### src/jst_pkg.sv
// ----------------------------------------------------------------------------
// jst_pkg: shared types and helpers for the JSON stream tokenizer
// Token kinds, error codes, the result record, byte classes and the small
// lookup functions used by the lexer and the result queue.
// ----------------------------------------------------------------------------
package jst_pkg;

  // Default depth of the result queue.
  localparam int RES_DEPTH_DEF = 4;

  // Configuration register indexes.
  localparam logic CFG_MAX_TOKENS = 1'b0;
  localparam logic CFG_MAX_LENGTH = 1'b1;

  // Register reset values.
  localparam logic [5:0]  MAX_TOKENS_RST = 6'd50;
  localparam logic [11:0] MAX_LENGTH_RST = 12'd256;

  // Saturation magnitude of the number accumulator.
  localparam logic [31:0] SAT_MAG   = 32'h8000_0000;
  localparam logic [31:0] POS_LIMIT = 32'h7FFF_FFFF;

  // Special characters.
  localparam logic [7:0] CH_STAR  = 8'h2A;
  localparam logic [7:0] CH_NUL   = 8'h00;
  localparam logic [7:0] CH_MINUS = 8'h2D;
  localparam logic [7:0] CH_DOT   = 8'h2E;
  localparam logic [7:0] CH_QUOTE = 8'h22;
  localparam logic [7:0] CH_ZERO  = 8'h30;
  localparam logic [7:0] CH_NINE  = 8'h39;

  typedef enum logic [3:0] {
    KIND_LBRACE   = 4'd0,
    KIND_RBRACE   = 4'd1,
    KIND_LBRACKET = 4'd2,
    KIND_RBRACKET = 4'd3,
    KIND_COLON    = 4'd4,
    KIND_COMMA    = 4'd5,
    KIND_STRING   = 4'd6,
    KIND_NUMBER   = 4'd7,
    KIND_NULL     = 4'd8,
    KIND_END      = 4'd9,
    KIND_ERROR    = 4'd10
  } kind_t;

  typedef enum logic [1:0] {
    ERR_NONE     = 2'd0,
    ERR_UNKNOWN  = 2'd1,
    ERR_OVERFLOW = 2'd2,
    ERR_TOO_LONG = 2'd3
  } err_t;

  // What a byte means when no token is open.
  typedef enum logic [2:0] {
    CLS_PUNCT,
    CLS_QUOTE,
    CLS_SPACE,
    CLS_MINUS,
    CLS_NULL_START,
    CLS_DIGIT,
    CLS_BAD
  } byte_class_t;

  // One result item.
  typedef struct packed {
    kind_t              kind;
    logic [7:0]         text;
    logic               done;
    logic signed [31:0] value;
    err_t               err;
    logic [5:0]         token_total;
    logic [5:0]         key_total;
    logic               last;
  } res_t;

  // Results produced by one accepted byte.
  typedef struct packed {
    logic [1:0] count;
    res_t       first;
    res_t       second;
  } lex_out_t;

  // Queue status seen by the top level.
  typedef struct packed {
    logic valid;
    logic room;
  } fifo_stat_t;

  function automatic res_t mk_res(input kind_t kind, input logic [7:0] text,
                                  input logic done, input logic [31:0] value,
                                  input err_t err, input logic [5:0] tc,
                                  input logic [5:0] kc);
    res_t r;
    r.kind        = kind;
    r.text        = text;
    r.done        = done;
    r.value       = value;
    r.err         = err;
    r.token_total = tc;
    r.key_total   = kc;
    r.last        = 1'b0;
    return r;
  endfunction

  function automatic byte_class_t byte_class(input logic [7:0] b);
    byte_class_t c;
    case (b)
      8'h7B, 8'h7D, 8'h5B, 8'h5D, 8'h3A, 8'h2C: c = CLS_PUNCT;
      CH_QUOTE:                                  c = CLS_QUOTE;
      8'h20, 8'h09, 8'h0A, 8'h0D:                c = CLS_SPACE;
      CH_MINUS:                                  c = CLS_MINUS;
      8'h6E:                                     c = CLS_NULL_START;
      default: begin
        if (b >= CH_ZERO && b <= CH_NINE) c = CLS_DIGIT;
        else c = CLS_BAD;
      end
    endcase
    return c;
  endfunction

  function automatic kind_t punct_kind(input logic [7:0] b);
    kind_t k;
    case (b)
      8'h7B:   k = KIND_LBRACE;
      8'h7D:   k = KIND_RBRACE;
      8'h5B:   k = KIND_LBRACKET;
      8'h5D:   k = KIND_RBRACKET;
      8'h3A:   k = KIND_COLON;
      default: k = KIND_COMMA;
    endcase
    return k;
  endfunction

  // Expected letter of "null" at a given position.
  function automatic logic [7:0] null_letter(input logic [1:0] pos);
    logic [7:0] c;
    case (pos)
      2'd0:    c = 8'h6E;
      2'd1:    c = 8'h75;
      default: c = 8'h6C;
    endcase
    return c;
  endfunction

endpackage

### src/jst_lexer.sv
// ----------------------------------------------------------------------------
// jst_lexer: lexer state and per-byte decode
// Holds the document state and turns one accepted byte into zero, one or
// two result items in a single pass of combinational logic.
// ----------------------------------------------------------------------------
module jst_lexer import jst_pkg::*; (
  input  logic        clk,
  input  logic        rst,
  input  logic        step,
  input  logic [7:0]  byte_in,
  input  logic [5:0]  max_tokens,
  input  logic [11:0] max_length,
  output lex_out_t    lex_out
);

  typedef enum logic [2:0] {
    M_IDLE,
    M_STR,
    M_NUM,
    M_NULL,
    M_ERR
  } mode_t;

  // Outcome of adding one token against the token limit.
  typedef struct packed {
    logic       ovf;
    logic [5:0] tc;
    logic [5:0] kc;
    res_t       res;
  } tok_t;

  function automatic tok_t add_tok(input kind_t kind, input logic [31:0] value,
                                   input logic [5:0] tc, input logic [5:0] kc,
                                   input logic [5:0] maxt);
    tok_t t;
    t.ovf = (tc >= maxt);
    t.tc  = t.ovf ? tc : tc + 6'd1;
    t.kc  = (!t.ovf && kind == KIND_COLON) ? kc + 6'd1 : kc;
    if (t.ovf) t.res = mk_res(KIND_ERROR, 8'd0, 1'b1, 32'd0, ERR_OVERFLOW, tc, kc);
    else t.res = mk_res(kind, 8'd0, 1'b1, value, ERR_NONE, t.tc, t.kc);
    return t;
  endfunction

  mode_t       mode, mode_next;
  logic [1:0]  null_pos, null_pos_next;
  logic [31:0] accum, accum_next;
  logic        negative, negative_next;
  logic        frozen, frozen_next;
  logic [5:0]  token_cnt, token_cnt_next;
  logic [5:0]  key_cnt, key_cnt_next;
  logic [11:0] byte_cnt, byte_cnt_next;

  logic        is_end;
  logic [31:0] num_val;
  logic [35:0] accum_x10;
  logic [31:0] accum_step;
  logic [3:0]  digit;
  tok_t        str_tok, num_tok, idl_tok, null_tok;

  logic [5:0]  base_tc, base_kc;
  logic        idl_emit;
  res_t        idl_res;
  mode_t       idl_mode;
  logic [5:0]  idl_tc, idl_kc;
  logic [1:0]  idl_np;
  logic [31:0] idl_acc;
  logic        idl_neg, idl_frz;

  res_t        r0, r1;
  logic [1:0]  n_res;

  // Shared decode of the current byte and state.
  assign is_end     = (byte_in == CH_NUL) || (byte_in == CH_STAR);
  assign digit      = byte_in[3:0] - CH_ZERO[3:0];
  assign num_val    = negative ? (32'd0 - accum) : ((accum > POS_LIMIT) ? POS_LIMIT : accum);
  assign accum_x10  = {1'b0, accum, 3'b000} + {3'b000, accum, 1'b0} + {32'd0, digit};
  assign accum_step = (accum_x10 > {4'd0, SAT_MAG}) ? SAT_MAG : accum_x10[31:0];
  assign str_tok    = add_tok(KIND_STRING, 32'd0, token_cnt, key_cnt, max_tokens);
  assign num_tok    = add_tok(KIND_NUMBER, num_val, token_cnt, key_cnt, max_tokens);
  assign null_tok   = add_tok(KIND_NULL, 32'd0, token_cnt, key_cnt, max_tokens);

  // A byte that ends a number is lexed after the number token is counted.
  assign base_tc = (mode == M_NUM) ? num_tok.tc : token_cnt;
  assign base_kc = (mode == M_NUM) ? num_tok.kc : key_cnt;
  assign idl_tok = add_tok(punct_kind(byte_in), 32'd0, base_tc, base_kc, max_tokens);

  // Lexing of a byte while no token is open.
  always_comb begin
    idl_emit = 1'b0;
    idl_res  = '0;
    idl_mode = M_IDLE;
    idl_tc   = base_tc;
    idl_kc   = base_kc;
    idl_np   = null_pos;
    idl_acc  = accum;
    idl_neg  = negative;
    idl_frz  = frozen;
    case (byte_class(byte_in))
      CLS_PUNCT: begin
        idl_emit = 1'b1;
        idl_res  = idl_tok.res;
        idl_tc   = idl_tok.tc;
        idl_kc   = idl_tok.kc;
        idl_mode = idl_tok.ovf ? M_ERR : M_IDLE;
      end
      CLS_QUOTE: idl_mode = M_STR;
      CLS_SPACE: idl_mode = M_IDLE;
      CLS_MINUS: begin
        idl_mode = M_NUM;
        idl_neg  = 1'b1;
        idl_frz  = 1'b0;
        idl_acc  = 32'd0;
      end
      CLS_NULL_START: begin
        idl_mode = M_NULL;
        idl_np   = 2'd1;
      end
      CLS_DIGIT: begin
        idl_mode = M_NUM;
        idl_neg  = 1'b0;
        idl_frz  = 1'b0;
        idl_acc  = {28'd0, digit};
      end
      default: begin
        idl_emit = 1'b1;
        idl_res  = mk_res(KIND_ERROR, 8'd0, 1'b1, 32'd0, ERR_UNKNOWN, base_tc, base_kc);
        idl_mode = M_ERR;
      end
    endcase
  end

  // Next state and results for one byte.
  always_comb begin
    mode_next      = mode;
    null_pos_next  = null_pos;
    accum_next     = accum;
    negative_next  = negative;
    frozen_next    = frozen;
    token_cnt_next = token_cnt;
    key_cnt_next   = key_cnt;
    byte_cnt_next  = byte_cnt;
    r0             = '0;
    r1             = '0;
    n_res          = 2'd0;
    if (is_end) begin
      // Flush any open token, then report the totals.
      n_res = 2'd2;
      case (mode)
        M_STR: begin
          r0 = str_tok.res;
          r1 = mk_res(KIND_END, 8'd0, 1'b1, 32'd0, ERR_NONE, str_tok.tc, str_tok.kc);
        end
        M_NUM: begin
          r0 = num_tok.res;
          r1 = mk_res(KIND_END, 8'd0, 1'b1, 32'd0, ERR_NONE, num_tok.tc, num_tok.kc);
        end
        M_NULL: begin
          r0 = mk_res(KIND_ERROR, 8'd0, 1'b1, 32'd0, ERR_UNKNOWN, token_cnt, key_cnt);
          r1 = mk_res(KIND_END, 8'd0, 1'b1, 32'd0, ERR_NONE, token_cnt, key_cnt);
        end
        default: begin
          n_res = 2'd1;
          r0 = mk_res(KIND_END, 8'd0, 1'b1, 32'd0, ERR_NONE, token_cnt, key_cnt);
        end
      endcase
      mode_next      = M_IDLE;
      null_pos_next  = 2'd0;
      accum_next     = 32'd0;
      negative_next  = 1'b0;
      frozen_next    = 1'b0;
      token_cnt_next = 6'd0;
      key_cnt_next   = 6'd0;
      byte_cnt_next  = 12'd0;
    end else if (mode == M_ERR) begin
      // Bytes are dropped until the end byte.
      n_res = 2'd0;
    end else if (byte_cnt >= max_length) begin
      n_res     = 2'd1;
      r0        = mk_res(KIND_ERROR, 8'd0, 1'b1, 32'd0, ERR_TOO_LONG, token_cnt, key_cnt);
      mode_next = M_ERR;
    end else begin
      byte_cnt_next = byte_cnt + 12'd1;
      case (mode)
        M_STR: begin
          n_res = 2'd1;
          if (byte_in == CH_QUOTE) begin
            r0             = str_tok.res;
            token_cnt_next = str_tok.tc;
            key_cnt_next   = str_tok.kc;
            mode_next      = str_tok.ovf ? M_ERR : M_IDLE;
          end else begin
            r0 = mk_res(KIND_STRING, byte_in, 1'b0, 32'd0, ERR_NONE, token_cnt, key_cnt);
          end
        end
        M_NUM: begin
          if (byte_class(byte_in) == CLS_DIGIT) begin
            if (!frozen) accum_next = accum_step;
          end else if (byte_in == CH_DOT) begin
            frozen_next = 1'b1;
          end else if (num_tok.ovf) begin
            n_res     = 2'd1;
            r0        = num_tok.res;
            mode_next = M_ERR;
          end else begin
            // Number completes, then the byte starts whatever comes next.
            r0             = num_tok.res;
            r1             = idl_res;
            n_res          = idl_emit ? 2'd2 : 2'd1;
            mode_next      = idl_mode;
            token_cnt_next = idl_tc;
            key_cnt_next   = idl_kc;
            null_pos_next  = idl_np;
            accum_next     = idl_acc;
            negative_next  = idl_neg;
            frozen_next    = idl_frz;
          end
        end
        M_NULL: begin
          if (byte_in == null_letter(null_pos)) begin
            if (null_pos == 2'd3) begin
              n_res          = 2'd1;
              r0             = null_tok.res;
              token_cnt_next = null_tok.tc;
              mode_next      = null_tok.ovf ? M_ERR : M_IDLE;
              null_pos_next  = 2'd0;
            end else begin
              null_pos_next = null_pos + 2'd1;
            end
          end else begin
            n_res     = 2'd1;
            r0        = mk_res(KIND_ERROR, 8'd0, 1'b1, 32'd0, ERR_UNKNOWN, token_cnt, key_cnt);
            mode_next = M_ERR;
          end
        end
        default: begin
          r0             = idl_res;
          n_res          = idl_emit ? 2'd1 : 2'd0;
          mode_next      = idl_mode;
          token_cnt_next = idl_tc;
          key_cnt_next   = idl_kc;
          null_pos_next  = idl_np;
          accum_next     = idl_acc;
          negative_next  = idl_neg;
          frozen_next    = idl_frz;
        end
      endcase
    end
  end

  // Mark the final result of the byte.
  always_comb begin
    lex_out.count  = step ? n_res : 2'd0;
    lex_out.first  = r0;
    lex_out.second = r1;
    lex_out.first.last  = (n_res == 2'd1);
    lex_out.second.last = (n_res == 2'd2);
  end

  // Document state.
  always_ff @(posedge clk) begin
    if (rst) begin
      mode      <= M_IDLE;
      null_pos  <= 2'd0;
      accum     <= 32'd0;
      negative  <= 1'b0;
      frozen    <= 1'b0;
      token_cnt <= 6'd0;
      key_cnt   <= 6'd0;
      byte_cnt  <= 12'd0;
    end else if (step) begin
      mode      <= mode_next;
      null_pos  <= null_pos_next;
      accum     <= accum_next;
      negative  <= negative_next;
      frozen    <= frozen_next;
      token_cnt <= token_cnt_next;
      key_cnt   <= key_cnt_next;
      byte_cnt  <= byte_cnt_next;
    end
  end

endmodule

### src/jst_res_fifo.sv
// ----------------------------------------------------------------------------
// jst_res_fifo: result queue
// Small register queue that takes up to two results per cycle and hands
// out one per beat on the output side.
// ----------------------------------------------------------------------------
module jst_res_fifo import jst_pkg::*; #(
  parameter int Depth = RES_DEPTH_DEF
) (
  input  logic       clk,
  input  logic       rst,
  input  lex_out_t   push,
  input  logic       pop,
  output res_t       head,
  output fifo_stat_t stat
);

  localparam int PtrW   = $clog2(Depth);
  localparam int CountW = $clog2(Depth + 1);

  function automatic logic [PtrW-1:0] inc(input logic [PtrW-1:0] p);
    return (p == PtrW'(Depth - 1)) ? '0 : p + PtrW'(1);
  endfunction

  res_t              entries [Depth];
  logic [PtrW-1:0]   wr_ptr, rd_ptr;
  logic [PtrW-1:0]   wr_ptr1;
  logic [CountW-1:0] count;

  assign wr_ptr1    = inc(wr_ptr);
  assign head       = entries[rd_ptr];
  assign stat.valid = (count != '0);
  assign stat.room  = (count <= CountW'(Depth - 2));

  // Result storage.
  always_ff @(posedge clk) begin
    if (push.count != 2'd0) entries[wr_ptr] <= push.first;
    if (push.count == 2'd2) entries[wr_ptr1] <= push.second;
  end

  // Pointers and fill level.
  always_ff @(posedge clk) begin
    if (rst) begin
      wr_ptr <= '0;
      rd_ptr <= '0;
      count  <= '0;
    end else begin
      case (push.count)
        2'd1:    wr_ptr <= wr_ptr1;
        2'd2:    wr_ptr <= inc(wr_ptr1);
        default: wr_ptr <= wr_ptr;
      endcase
      if (pop) rd_ptr <= inc(rd_ptr);
      count <= count + CountW'(push.count) - CountW'(pop);
    end
  end

endmodule

### src/json_stream_tokenizer.sv
// ----------------------------------------------------------------------------
// json_stream_tokenizer: streaming JSON lexer
// Takes one text byte per beat and sends braces, brackets, colon, comma,
// string, number, null, end and error tokens.
// ----------------------------------------------------------------------------
// The block takes one text byte per clock cycle. Each byte gives zero, one or
// two result beats; all of its decoding is done in the cycle it is accepted,
// and its results go into a small result queue. Input is taken while the
// queue has room for two results, so with a ready consumer the rate is one
// byte per cycle, and a byte that gives two results (a number followed by
// punctuation, or a flush at the end of a document) can hold off the next
// byte while the queue drains. A byte of 0 or '*' ends the document and
// returns all document state, but not the two limit registers, to reset.
module json_stream_tokenizer import jst_pkg::*; #(
  parameter int ResDepth = RES_DEPTH_DEF
) (
  input  logic        clk,
  input  logic        rst,
  // Input bytes.
  input  logic        s_tvalid,
  output logic        s_tready,
  input  logic [7:0]  s_tdata,   // [7:0] byte_in
  // Results.
  output logic        m_tvalid,
  input  logic        m_tready,
  output logic [55:0] m_tdata,   // [7:0] text_byte, [39:8] number_value,
                                 // [41:40] error_code, [47:42] token_total,
                                 // [53:48] key_total, [55:54] zero
  output logic [4:0]  m_tuser,   // [3:0] token_kind, [4] token_done
  output logic        m_tlast,   // last_of_run
  // Register writes.
  input  logic        cfg_valid,
  output logic        cfg_ready,
  input  logic        cfg_index,
  input  logic [11:0] cfg_data
);

  logic [5:0]  max_tokens;
  logic [11:0] max_length;
  logic        accept;
  lex_out_t    lex_out;
  res_t        head;
  fifo_stat_t  stat;

  assign cfg_ready = 1'b1;
  assign s_tready  = stat.room;
  assign accept    = s_tvalid && s_tready;

  // Limit registers.
  always_ff @(posedge clk) begin
    if (rst) begin
      max_tokens <= MAX_TOKENS_RST;
      max_length <= MAX_LENGTH_RST;
    end else if (cfg_valid && cfg_ready) begin
      case (cfg_index)
        CFG_MAX_TOKENS: max_tokens <= cfg_data[5:0];
        CFG_MAX_LENGTH: max_length <= cfg_data;
        default:        max_length <= max_length;
      endcase
    end
  end

  jst_lexer u_lexer (
    .clk        (clk),
    .rst        (rst),
    .step       (accept),
    .byte_in    (s_tdata),
    .max_tokens (max_tokens),
    .max_length (max_length),
    .lex_out    (lex_out)
  );

  jst_res_fifo #(
    .Depth (ResDepth)
  ) u_fifo (
    .clk  (clk),
    .rst  (rst),
    .push (lex_out),
    .pop  (m_tvalid && m_tready),
    .head (head),
    .stat (stat)
  );

  // Output beat packing.
  assign m_tvalid = stat.valid;
  assign m_tdata  = {2'b00, head.key_total, head.token_total, head.err, head.value,
                     head.text};
  assign m_tuser  = {head.done, head.kind};
  assign m_tlast  = head.last;

  // A string content beat is never a completed token.
  assert property (@(posedge clk) disable iff (rst)
    (m_tvalid && !m_tuser[4]) |-> (m_tuser[3:0] == KIND_STRING))
    else $error("content beat with kind other than string");

  // Error code is set exactly on error tokens.
  assert property (@(posedge clk) disable iff (rst)
    m_tvalid |-> ((m_tuser[3:0] == KIND_ERROR) == (m_tdata[41:40] != ERR_NONE)))
    else $error("error code and token kind disagree");

  // Keys are a subset of counted tokens.
  assert property (@(posedge clk) disable iff (rst)
    m_tvalid |-> (m_tdata[53:48] <= m_tdata[47:42]))
    else $error("key total above token total");

  // The end token is always the final result of its byte.
  assert property (@(posedge clk) disable iff (rst)
    (m_tvalid && m_tuser[3:0] == KIND_END) |-> (m_tlast && m_tuser[4]))
    else $error("end token not marked as last");

endmodule

### config.mk
export PLATFORM = sky130hd
export DESIGN_NAME = json_stream_tokenizer
export DESIGN_NICKNAME = d
export VERILOG_FILES = /design/src/jst_pkg.sv /design/src/jst_lexer.sv /design/src/jst_res_fifo.sv /design/src/json_stream_tokenizer.sv
export SDC_FILE = /design/constraint.sdc
export NUM_CORES = 1
export LEC_CHECK = 0
export BUFFER_PORTS_ARGS = -buffer_cell sky130_fd_sc_hd__buf_2
export CORE_UTILIZATION = 59
export CTS_BUF_LIST = sky130_fd_sc_hd__clkbuf_16
export DETAILED_ROUTE_END_ITERATION = 8
export PLACE_DENSITY_LB_ADDON = 0.12
export SYNTH_ARGS = -nofsm -noshare
export SYNTH_HDL_FRONTEND = slang
export SYNTH_SLANG_ARGS = --single-unit
### constraint.sdc
create_clock -name clk -period 6.1 [get_ports clk]
set_clock_uncertainty 0.1 [all_clocks]
set_input_delay 1.22 -clock clk [delete_from_list [all_inputs] [get_ports clk]]
set_output_delay 1.22 -clock clk [all_outputs]
set_load 0.03 [all_outputs]
After elaboration in Yosys (flattened, before gate mapping). Memories as Yosys holds them, arrays and structs flattened. A register that Yosys moved wholly into a read port is not among the register bits. Index checks and enable logic that the tools add are counted.

Input bits: 26. Output and inout port bits: 65. Memories: 1. Logic and storage cells: 253. Memory bits (writable): 240. Register bits: 88.

Muxes and demuxes: 135. Add/sub/neg operators: 13. Bitwise operators: 1. Equal/unequal tests: 54. Reductions and logical operators: 28. $lt $le $gt $ge: 8.

Memory list: u_fifo.entries (depth 4, bits a word 60, rd ports 1, clocked after Yosys merged registers in 1, wr ports 2, RTL line jst_res_fifo.sv:24) `res_t entries [Depth];`.

Operator list (number): 60-bit 2-to-1 mux (18); 60-bit case mux with 3 select lines (2); 32-bit 2-to-1 mux (10); 60-bit case mux with 2 select lines (2); 32-bit case mux with 2 select lines (2); 6-bit 2-to-1 mux (21); 58-bit 2-to-1 mux (1); 8-bit by 6-bit == test with 1-bit output (second input constant) (7); 2-bit 2-to-1 mux (24); 3-bit 2-to-1 mux (15); 3-bit case mux with 5 select lines (3); 8-bit by 7-bit == test with 1-bit output (second input constant) (5); 35-bit by 33-bit adder with 36-bit output (1); 36-bit by 4-bit adder with 36-bit output (1); 36-bit by 32-bit > comparator with 1-bit output (second input constant) (1); 12-bit 2-to-1 mux (3); 32-bit by 31-bit > comparator with 1-bit output (second input constant) (1); 8-bit 2-to-1 mux (4); 1-bit by 32-bit subtractor with 32-bit output (first input constant) (1); 8-bit by 4-bit == test with 1-bit output (second input constant) (3); 1-bit 2-to-1 mux (20); 4-bit by 3-bit != test with 1-bit output (second input constant) (5); 6-bit by 1-bit adder with 6-bit output (second input constant) (3); 6-bit case mux with 3 select lines (1); other kinds (47) (85).

Longest topological paths before layout.
Word-level depth: 18. Depth in mapped cells: 22. Mapped depth without buffers: 19.

By module. Synthesis repeated with hierarchy kept, for this count alone.

Cell total of the unflattened synthesis: 2002. Area, all modules: 22082.4 um^2.

Modules (own cells, without submodules): jst_res_fifo (seq. area each 7387.1 um^2, times used 1, cells an instance 641, area each 12134.1 um^2); jst_lexer (seq. area each 1261.2 um^2, times used 1, cells an instance 1275, area each 9110.0 um^2); json_stream_tokenizer (seq. area each 360.3 um^2, times used 1, cells an instance 86, area each 838.3 um^2).

Least setup slack after synthesis. Ideal clock, no wire load.

Path kind: register to register. Start: reg u_lexer.token_cnt[0]. End: mem u_fifo.entries[0][5] (netlist name), data pin. Library setup time: 271 ps. Data required time: 5729 ps. Arrival: 4923 ps. Path buffers: 3. Path slack: 806 ps. Clock period less this slack: 5294 ps. Cell stages (with the launch flop): 23. Cell sequence: dfxtp_1 -> clkbuf_1 -> clkinv_1 -> ha_1 -> nand2b_1 -> a21o_1 -> a21o_1 -> a41o_1 -> clkbuf_1 -> nor2_1 -> xnor2_1 -> ha_1 -> nand2b_1 -> a2111o_1 -> a31o_2 -> a2111oi_2 -> buf_2 -> and2_1 -> nand3_1 -> a21oi_1 -> o21ai_0 -> a21oi_1 -> o22ai_1.

RTL lines: from (decl) (RTL line jst_lexer.sv:49) `logic [5:0] token_cnt, token_cnt_next;`; from (signal assigned) (RTL line jst_lexer.sv:276) `token_cnt <= token_cnt_next;`; to (decl) (RTL line jst_res_fifo.sv:24).

==> impl_metrics.toml <==
[place]
dpl.hpwl_um = 41400
placed_area_um2 = 20300
gp_congestion = 0.990
io_buffers = 87

[global_routing]
grt-ovfl-total = 0
grt_use_total = 0.342
grt_pass1_wl_um = 90600
grt_max_degree = 54
grt_pass1_vias = 16300
grt_antenna_before_repair = 0

[setup_path]
cp.required_ns = 6.37
cp-start-kind = "flop"
critPathKind = "flop to flop"
path_max_fanout = 11
arrival_ns = 6.03
end_kind = "flop"

[detailed_routing]
drtIter0Drc = 1454
postRouteAntennaNets = 0
drt-vias-per-instance = 6.60
num_vias = 17300
firstDrtPassIters = 6
drcViolationCount = 0
routedWlPerCell_um = 22.2
drt-total-wl_um = 58300

[cells_and_area]
final_area_um2 = 21400
area_growth_pct = 10.1
diodes = 0
most-common-layout-cells = "nand2_1, dfxtp_1, nor2_1, o21ai_0, a21oi_1"
final_common_cell = "nand2_1"
drive_gt1_frac = 0.138
post-route-util = 0.659
num-nets-final = 2294

[clock_tree]
cts_tree = "yes"
htree_levels = 2
clk_latency_ns = 0.53
numCtsBuffers = 36
cts_buffer_depth = 3
cts_root_buf = "clkbuf_16"
ctsHoldBuffers = 0
clock_sinks = 330
path_clk_slew_ns = 0.06

[yosys]
synth_compound_area_frac = 0.232
seq_area_frac_synth = 0.381
synthCells = 2121
synth_area_um2 = 19400
synth_top_family_by_area = "compound AO/OA/AOI/OAI gates"
yosysWarnings = 0
synthAdderAreaFrac = 0.0727
synth_edf_count = 80
muxShareOfSynthArea = 0.0754
syn_avg_cell_area_um2 = 9.16
synth_cell_types = 98
postSynth.asyncResetShare = 0
synthSimpleGateAreaFrac = 0.160
synth_ff_type = "dfxtp_1"
synth-seq-cells = 330
yosys.area_share.xor_xnor = 0.0369

[floorplanning]
core_um2 = 32500
pin_count = 91
start_util = 0.598
rows = 66
die_h_um = 183
die_area_um2 = 33600
fp.dieW_um = 183

[pwr]
p_per_area_nw_per_um2 = 261
p_leak_uw = 0.00820
ir_worst_vdd_v = 0.000236

[sta]
slew_violations = 0
fin_crit_sh = 0.945
setup_tns_ns = 0
fin_crit_ns = 5.77
rsz0062_at_grt = "no"
clock.fmax_ghz = 0.173
finalHoldViolCount = 0
tightest_slew_ns = 0.985
setup_viol = 0
max_slew_margin = 0.340

[hold_path]
holdCritPathClass = "flop to flop"

[status]
status = "finished clean"

[flow_run]
maxCapViolations = 0
critical path: stages, from the launching register on:
cell and delay, ns:
dfxtp_1 0.53, clkinv_1 0.28, ha_1 0.33, nand2b_1 0.14, a21o_1 0.18, a21o_1 0.18
a41oi_1 0.42, nand4_1 0.36, nor2_1 0.24, xnor2_1 0.21, inv_1 0.15, ha_1 0.38
inv_1 0.08, o2111ai_1 0.59, nor2_1 0.08, a31oi_1 0.39, a32oi_1 0.10, o21ai_0 0.26
o211ai_1 0.31, o22ai_1 0.27
metrics by stage:
step                      worst slack (ns)  hold slack [ns]  total power [uW]  cells
final                                0.334            0.352              5590   2625
after global placement               0.426            0.329              3570   2561
after CTS                            0.374            0.354              5590   2625
after detailed placement             0.381            0.341              3580   2561
after floorplan                      0.806            0.320              3230   2122
after global routing                0.0223            0.374              5780   2625
kinds of logic after synthesis:
group	Yosys count
buffers and inverters	199
AND/OR/NAND/NOR	658
multiplexers	71
AO/OA/AOI/OAI	670
flip-flops	330
other	2
adder cells (fa/ha/maj)	111
XOR/XNOR	80
where the power goes:
part	internal (uW)	switching, uW	total (uW)
registers	2340	116	2460
logic	383	714	1100
clock network	1130	908	2040
total	3850	1740	5590
final timing paths:
check / from / endpoint / slack, ns / cells after the start
setup / recovery: u_lexer.token_cnt[0] / u_fifo.entries[0][8] / 0.33 / 19
hold reg to reg: max_length[7] / max_length[7] / 0.35 / 2
setup reg to reg: u_lexer.token_cnt[0] / u_fifo.entries[0][8] / 0.33 / 19
hold / removal: max_length[7] / max_length[7] / 0.35 / 2
Yosys cell counts (34+ instances only):
library cell,count,area share
nand2_1,265,0.051
dfxtp_1,250,0.26
nor2_1,147,0.028
o21ai_0,144,0.037
a21oi_1,128,0.033
a22o_1,108,0.049
ha_1,108,0.070
clkbuf_1,104,0.020
edfxtp_1,80,0.12
o22ai_1,74,0.024
mux4_2,60,0.070
inv_1,57,0.011
nand3_1,50,0.013
xnor2_1,45,0.020
xor2_1,34,0.015
flip-flops by register name (all words and copies together) (netlist names), 3 cells and up, named ones only:
| register | flops |
|---|---|
| u_lexer.base_kc | 6 |
| u_lexer.byte_cnt | 12 |
| u_lexer.accum | 32 |
| u_fifo.count | 3 |
| u_lexer.token_cnt | 6 |
| max_tokens | 6 |
| u_fifo.entries | 240 |
| max_length | 12 |
| u_lexer.mode | 3 |
metal layers:
metal	vias to the layer above	part of all wire	global-route usage
met3	118	0.093	0.0505
met1	8323	0.44	0.498
met5	-	0	0
met4	0	0.024	0.105
met2	894	0.44	0.521
li1	8003	-	-
timing repair:
| item | CTS | global route |
|---|---|---|
| resized for setup | 0 | 3 |
| endpoints found under the hold margin | 0 | 0 |
| setup endpoints to repair | 0 | 7 |
| setup buffers | 0 | 0 |
cell type report:
class                   instances  area, um2
clock buffers                  36        901
clock inverters                28        185
fillers                      2729      11100
inverters                      58        218
multi-input cells            1593      11300
flip-flops and latches        330       7410
well taps                     442        553
repair buffers                138        831
(Power assumes the default switching activity.)
